<file path="config.mk">
export PLATFORM = sky130hd
export DESIGN_NAME = dis_ctrl
export DESIGN_NICKNAME = d
export VERILOG_FILES = /design/src/rtl/dis_pkg.sv /design/src/rtl/dis_ctrl.sv
export SDC_FILE = /design/constraint.sdc
export NUM_CORES = 1
export LEC_CHECK = 0
export BUFFER_PORTS_ARGS = -buffer_cell sky130_fd_sc_hd__buf_2
export CAP_MARGIN = 20
export CORE_MARGIN = 1
export CORE_UTILIZATION = 47
export DETAILED_ROUTE_END_ITERATION = 16
export PLACE_DENSITY = 0.94
export SLEW_MARGIN = 10
export SYNTH_ARGS = -nofsm -noshare
export SYNTH_HDL_FRONTEND = slang
export SYNTH_SLANG_ARGS = --single-unit
</file>
<file path="constraint.sdc">
create_clock -name clk -period 4.6 [get_ports clk]
set_input_delay 1.38 -clock clk [delete_from_list [all_inputs] [get_ports clk]]
set_output_delay 1.38 -clock clk [all_outputs]
set_load 0.1 [all_outputs]
</file>
<file path="src/rtl/dis_pkg.sv">
// disjoint interval set: shared types, constants and codes
// no dependencies; used by every module of the block but dis_ram
package dis_pkg;

	localparam int VALUE_COUNT_DEF   = 1024;
	localparam int MAX_INTERVALS_DEF = 512;

	localparam int VAL_W = 10;
	localparam int IDX_W = 9;
	localparam int CNT_W = 10;
	localparam int ST_W  = 2;

	localparam logic OP_ADD  = 1'b0;
	localparam logic OP_READ = 1'b1;

	typedef enum logic [ST_W-1:0] {
		ST_OK      = 2'd0,
		ST_IGNORED = 2'd1,
		ST_RANGE   = 2'd2
	} status_t;

	typedef struct packed {
		logic             opcode;
		logic [VAL_W-1:0] value;
		logic [IDX_W-1:0] read_index;
	} item_in_t;

	typedef struct packed {
		logic [VAL_W-1:0] interval_start;
		logic [VAL_W-1:0] interval_end;
		logic [CNT_W-1:0] interval_count;
		logic [ST_W-1:0]  status;
	} item_out_t;

	typedef enum logic [4:0] {
		S_CLR, S_IDLE, S_DISP, S_PR1, S_PR2, S_PR3, S_DECIDE,
		S_SC_RD, S_SC_CMP, S_ACT, S_DN_RD, S_DN_WR, S_UP_RD, S_UP_WR,
		S_RD1, S_DONE
	} ctrl_state_t;

	typedef enum logic [1:0] {
		PS_LEFT, PS_CUR, PS_RIGHT
	} pres_sel_t;

	typedef enum logic [1:0] {
		RS_SCAN, RS_DN, RS_UP, RS_IDX
	} rd_sel_t;

	typedef enum logic [2:0] {
		RES_NONE, RES_OK, RES_IGN, RES_RANGE, RES_READ
	} res_t;

	typedef struct packed {
		logic      load_in;
		logic      clr_step;
		pres_sel_t pres_sel;
		logic      cap_left;
		logic      cap_cur;
		logic      cap_right;
		rd_sel_t   iv_sel;
		logic      j_clr;
		logic      j_inc;
		logic      j_dec;
		logic      j_from_count;
		logic      p_cap;
		logic      wr_merge;
		logic      wr_left;
		logic      wr_right;
		logic      wr_dn;
		logic      wr_up;
		logic      wr_ins;
		logic      cnt_inc;
		logic      cnt_dec;
		res_t      res;
		logic      out_load;
	} dis_cmd_t;

	typedef struct packed {
		logic clr_done;
		logic is_read;
		logic left;
		logic right;
		logic cur;
		logic full;
		logic j_at_count;
		logic start_lt_v;
		logic dn_more;
		logic up_more;
		logic idx_ok;
		logic out_free;
	} dis_sts_t;

endpackage

</file>
<file path="src/rtl/dis_ctrl.sv">
// disjoint interval set: controller state machine
// depends on dis_pkg; drives dis_dp through the command struct
module dis_ctrl (
	input  logic              clk,
	input  logic              arst_n,
	input  logic              op_valid,
	output logic              op_ready,
	input  dis_pkg::dis_sts_t sts,
	output dis_pkg::dis_cmd_t cmd
);
	import dis_pkg::*;

	ctrl_state_t state_q, state_nx;

	always_ff @(posedge clk or negedge arst_n) begin
		if (!arst_n) begin
			state_q <= S_CLR;
		end else begin
			state_q <= state_nx;
		end
	end

	always_comb begin
		state_nx = state_q;
		unique case (state_q)
			S_CLR:    if (sts.clr_done) state_nx = S_IDLE;
			S_IDLE:   if (op_valid) state_nx = S_DISP;
			S_DISP: begin
				if (!sts.is_read) state_nx = S_PR1;
				else if (sts.idx_ok) state_nx = S_RD1;
				else state_nx = S_DONE;
			end
			S_PR1:    state_nx = S_PR2;
			S_PR2:    state_nx = S_PR3;
			S_PR3:    state_nx = S_DECIDE;
			S_DECIDE: begin
				if (sts.cur || (!sts.left && !sts.right && sts.full)) state_nx = S_DONE;
				else state_nx = S_SC_RD;
			end
			S_SC_RD:  state_nx = sts.j_at_count ? S_ACT : S_SC_CMP;
			S_SC_CMP: state_nx = sts.start_lt_v ? S_SC_RD : S_ACT;
			S_ACT: begin
				if (sts.left && sts.right) state_nx = S_DN_RD;
				else if (sts.left || sts.right) state_nx = S_DONE;
				else state_nx = S_UP_RD;
			end
			S_DN_RD:  state_nx = sts.dn_more ? S_DN_WR : S_DONE;
			S_DN_WR:  state_nx = S_DN_RD;
			S_UP_RD:  state_nx = sts.up_more ? S_UP_WR : S_DONE;
			S_UP_WR:  state_nx = S_UP_RD;
			S_RD1:    state_nx = S_DONE;
			S_DONE:   if (sts.out_free) state_nx = S_IDLE;
			default:  state_nx = S_CLR;
		endcase
	end

	always_comb begin
		cmd      = '0;
		op_ready = 1'b0;
		unique case (state_q)
			S_CLR:  cmd.clr_step = 1'b1;
			S_IDLE: begin
				op_ready    = 1'b1;
				cmd.load_in = op_valid;
			end
			S_DISP: begin
				if (!sts.is_read) begin
					cmd.pres_sel = PS_LEFT;
				end else if (sts.idx_ok) begin
					cmd.iv_sel = RS_IDX;
				end else begin
					cmd.res = RES_RANGE;
				end
			end
			S_PR1: begin
				cmd.cap_left = 1'b1;
				cmd.pres_sel = PS_CUR;
			end
			S_PR2: begin
				cmd.cap_cur  = 1'b1;
				cmd.pres_sel = PS_RIGHT;
			end
			S_PR3:  cmd.cap_right = 1'b1;
			S_DECIDE: begin
				if (sts.cur || (!sts.left && !sts.right && sts.full)) cmd.res = RES_IGN;
				else cmd.j_clr = 1'b1;
			end
			S_SC_RD: begin
				if (sts.j_at_count) begin
					cmd.p_cap = 1'b1;
				end else begin
					cmd.iv_sel = RS_SCAN;
				end
			end
			S_SC_CMP: begin
				if (sts.start_lt_v) cmd.j_inc = 1'b1;
				else cmd.p_cap = 1'b1;
			end
			S_ACT: begin
				if (sts.left && sts.right) begin
					cmd.wr_merge = 1'b1;
				end else if (sts.left) begin
					cmd.wr_left = 1'b1;
					cmd.res     = RES_OK;
				end else if (sts.right) begin
					cmd.wr_right = 1'b1;
					cmd.res      = RES_OK;
				end else begin
					cmd.j_from_count = 1'b1;
				end
			end
			S_DN_RD: begin
				if (sts.dn_more) begin
					cmd.iv_sel = RS_DN;
				end else begin
					cmd.cnt_dec = 1'b1;
					cmd.res     = RES_OK;
				end
			end
			S_DN_WR: begin
				cmd.wr_dn = 1'b1;
				cmd.j_inc = 1'b1;
			end
			S_UP_RD: begin
				if (sts.up_more) begin
					cmd.iv_sel = RS_UP;
				end else begin
					cmd.wr_ins  = 1'b1;
					cmd.cnt_inc = 1'b1;
					cmd.res     = RES_OK;
				end
			end
			S_UP_WR: begin
				cmd.wr_up = 1'b1;
				cmd.j_dec = 1'b1;
			end
			S_RD1:  cmd.res = RES_READ;
			S_DONE: cmd.out_load = sts.out_free;
			default: cmd = '0;
		endcase
	end

endmodule

</file>
# [After elaboration in Yosys (flattened, before gate mapping)]
# Index checks and enable logic that the tools add are counted.
[word_totals] regBits=5 latchBits=0 ramBits=0 mem_bits_ro=0 output_inout_bits=27 word_cells=85 memories=0
[op_classes] addsub=0 multipliers=0 div_mod_pow=0 n_lt_le_gt_ge=0 n_eq_ne=18 n_shift=0 n_mux=57 n_bitwise=0 reduce_logical=9
[ops] cell="5-bit one-hot mux with 16 select lines" n=1
[ops] cell="5-bit by 4-bit == test with 1-bit output, second input constant" n=8
[ops] cell="1-bit 2-to-1 mux" n=30
[ops] cell="2-bit 2-to-1 mux" n=11
[ops] cell="5-bit by 3-bit == test with 1-bit output, second input constant" n=4
[ops] cell="3-bit one-hot mux with 6 select lines" n=1
[ops] cell="4-bit 2-to-1 mux" n=4
[ops] cell="5-bit 2-to-1 mux" n=3
[ops] cell="5-bit by 2-bit == test with 1-bit output, second input constant" n=2
[ops] cell="3-bit 2-to-1 mux" n=3
[ops] cell="2-bit inequality test, second input constant" n=3
[ops] cell="2-bit one-hot mux with 3 select lines" n=1
[ops] cell="5-bit by 1-bit == test with 1-bit output, second input constant" n=1
[ops] cell="5-bit logical NOT" n=1
[ops] cell="1-bit one-hot mux with 2 select lines" n=2
[ops] cell="2-bit one-hot mux with 2 select lines" n=1
[ops] cell="1-bit logical AND" n=3
[ops] cell="3-bit AND reduction" n=1
[ops] cell="1-bit logical NOT" n=2
[ops] cell="1-bit logical OR" n=2

# [Logic depth before layout (Yosys ltp)]
[logic_depth] ltp_word=6 depth_mapped=6 ltp_nobuf=6

# [Worst setup path after synthesis]
# Ideal clock, no wire load.
[synth_timing] path_type="in2out" startpoint="in sts[2] in the netlist's numbering" endpoint="out cmd[6] in the netlist's numbering" t_arrival_ps=4969 required_time_ps=3220 path_slack_ps=-1749 cell_stages=2 path_buffers=1 path_cell_list="nor4_1 > buf_4"
[synth_rtl] item="start, declared" line="dis_ctrl.sv:8" source="input dis_pkg::dis_sts_t sts,"
[synth_rtl] item="end, declared" line="dis_ctrl.sv:9" source="output dis_pkg::dis_cmd_t cmd"

==> impl_results.md <==
- Largest register by flop count: state_q
- Top-area cell type share of the netlist area: 13.40%
- Cell with the most instances after synthesis: nor2_1
- Syn Std Cell Area: approximately 750 um2
- First-pass GRT wire length: between 3 and 4 mm
- Total GRT Usage: 24.86%
- Critical path endpoint category: output port
- Area Growth Syn to Fin: 27.64%
- Period Utilization, post-route: between 80% and 90%
- Worst Path Max Fanout: 3
- Endpoints failing setup: 0
- Detailed placement HPWL: 1.536 mm
- Pre-CTS WS: between 0.6 and 0.7 ns
- Core ar.: 1489 um2
- Worst rel slew slack: 51.29%
- Clock-pin slew on the worst setup and hold paths: 0.04 ns
- Setup bufs post-CTS: 0
- Synth warn: 0
- Max Cap Viol: 0
- FP Rows: 14
- Antenna violations before repair: 0
- Routed wire per std cell: 12.90 um
- H-Tree Depth: 1
- Residual DRC count: 0
- Worst setup margin: 0.6912 ns
- First-pass detailed-route iteration total: 4
- Biggest regs: state_q (4)
- Routed vias: 926
- Antenna-violating nets left: 0
- Seq. cell area: 100.1 um2
- Final count of pins violating max slew: 0
- R2r setup slk: 2.90 ns
- Vias in the first global route: 790
- Die H: 41.87 um
- Iteration-0 DRC Markers: 37
- Drt via density: approximately 5.9
- Antenna diode count: 0
- Worst Path Required: 3.22 ns
- CTS tree: built
- Hold Buf Count CTS: 0
- Dominant cell type by area after synthesis: dfrtp_1
- Min Tclk post-route: around 3.9 ns
- Async S/R FF share, synth: 100.0%
- Layout Cells excl Fill: 156
- CTS Sinks: 4
- Area of the multi-input gates: 586.8 um2
- Post-synth cell types: 33
- Max reg flops: 4
- Synth Flop Type: dfrtp_1
- Most frequent cells after synthesis: 17 x nor2_1, 9 x nor3_1, 8 x a21oi_1, 8 x nand2_1
- #FFs+latches synth: 4
- DIE WIDTH: 41.87 um
- # placed instances: 153
- Starting Density: 50.17%
- Worst slew pin tran: 0.7306 ns
- Worst R2R Start: state_q[1]$_DFFE_PN0P_
- Syn Area/Cell: 6.981 um2
- Fin nets: 162
- Cells after Synth: 107
- Post-layout util: 64.03%
- DIE AREA: 1753 um2
- Count of final hold-check violations: 0
- Syn_nets: 127
- Most frequent CP cell: buf_2
- Peak Freq: 255.8 MHz
- Unrepaired setup endpoints after global routing: false
- Outcome: completed
- Most area-consuming cells after synthesis: dfrtp_1 13%, nor2_1 8.5%, ha_1 8.4%
- CTS Buffer Depth: 2
- DRT Wirelength: 2.012 mm
- Largest net degree at the start of global routing: 24
- Share of layout cells above drive strength 1: 42.86%
- Setup_tns: 0 ns
- HP Class: in -> async
- Port bufs: 41
- Sequential cell area fraction in the yosys report: 13.40%
- Gpl congestion: roughly 0.86
- Worst path cell trace: buf_2, inv_1, ha_1, a21o_1, nor3_2, buf_2
- IO Count: 42
- Post-synth EDFFs: 0
- GRT overflow: 0
- Worst skew pair latency: about 0.23 ns
- Slowest stage delay, CP: about 0.44 ns
- Capturing point of the worst reg2reg path: state_q[2]$_DFFE_PN0P_
- Clock Tree Root: clkbuf_4
- Fill count: between 100 and 150
- R2R depth: 4
- Crit path kind: in -> out
- Critical path arrival: about 2.5 ns
- Crit start category: input pin
- Slowest cell on the critical path: buf_2
- Fin Clk Skew: 0.004105 ns
- Post_cts resized: 0
- CTS buffer count: 3
## routing by layer
| metal | GRT usage [%] | up-vias | share of wire (%) |
|---|---|---|---|
| li1 | - | 438 | - |
| met1 | 33.96 | 424 | 40 |
| met2 | 39.38 | 60 | 49 |
| met3 | 4.348 | 4 | 9.1 |
| met4 | 8.387 | 0 | 1.5 |
| met5 | 0 | - | 0 |
## stage by stage
| step | hold slack, ns | instance area [um2] |
|---|---|---|
| 2_1_floorplan | 0.7637 | 782.0 |
| 3_3_place_gp | 0.9456 | 930.9 |
| 3_5_place_dp | 0.9521 | 930.9 |
| 4_1_cts | 0.9380 | 953.4 |
| 5_1_grt | 0.9431 | 953.4 |
| 6_report | 0.9410 | 953.4 |
## critical path, delay by kind of cell
| kind | cells | cell delay, ns |
|---|---|---|
| AO/OA/AOI/OAI | 1 | 0.18 |
| adder cells (fa/ha/maj) | 1 | 0.21 |
| buffers and inverters | 3 | 0.62 |
| AND/OR/NAND/NOR | 1 | 0.13 |
## logic make-up (layout without fill, tap and decap cells)
logic type / after synthesis / in the layout / share of synthesized area [%]
AOI/OAI and AO/OA: 25 / 25 / 23.12
adders and majority gates: 5 / 5 / 8.375
buffers and inverters: 16 / 49 / 12.73
and+or+nand+nor: 57 / 57 / 42.38
DFF: 4 / 4 / 13.40
## cell type report
| type | instances | share of cell area [%] |
|---|---|---|
| Multi-Input combinational cell | 87 | 61.55 |
| Timing Repair Buffer | 41 | 21.52 |
| Tap cell | 16 | 2.100 |
| Sequential cell | 4 | 10.50 |
| Clock buffer | 3 | 2.362 |
| Inverter | 5 | 1.969 |
## cells in the final DEF, fill, tap and decap left out, types with 2 or more instances in the layout
cell type  instances
nand2_1            8
buf_2             41
o22ai_1            2
nor4_1             2
and2_1             6
clkbuf_4           3
ha_1               5
o21ai_1            4
nor3_1             4
a21oi_1            7
a21o_1             3
nand2b_1           5
inv_1              4
nor3_2             5
nor4_2             3
nor2_1            17
dfrtp_1            4
## worst max path at each step
stage	startpoint	end	slack, ns	cells after the start
after floorplan	sts[2]	cmd[6]	-0.42	2
after global placement	sts[8]	cmd[16]	0.73	6
after detailed placement	sts[8]	cmd[16]	0.69	6
after CTS	sts[8]	cmd[16]	0.69	6
after global routing	sts[8]	cmd[16]	0.63	6
final	sts[8]	cmd[16]	0.69	6
Power is left out: the tool's default activity adds up to more than one toggle a clock period on the data nets, which glitch-free logic cannot reach.
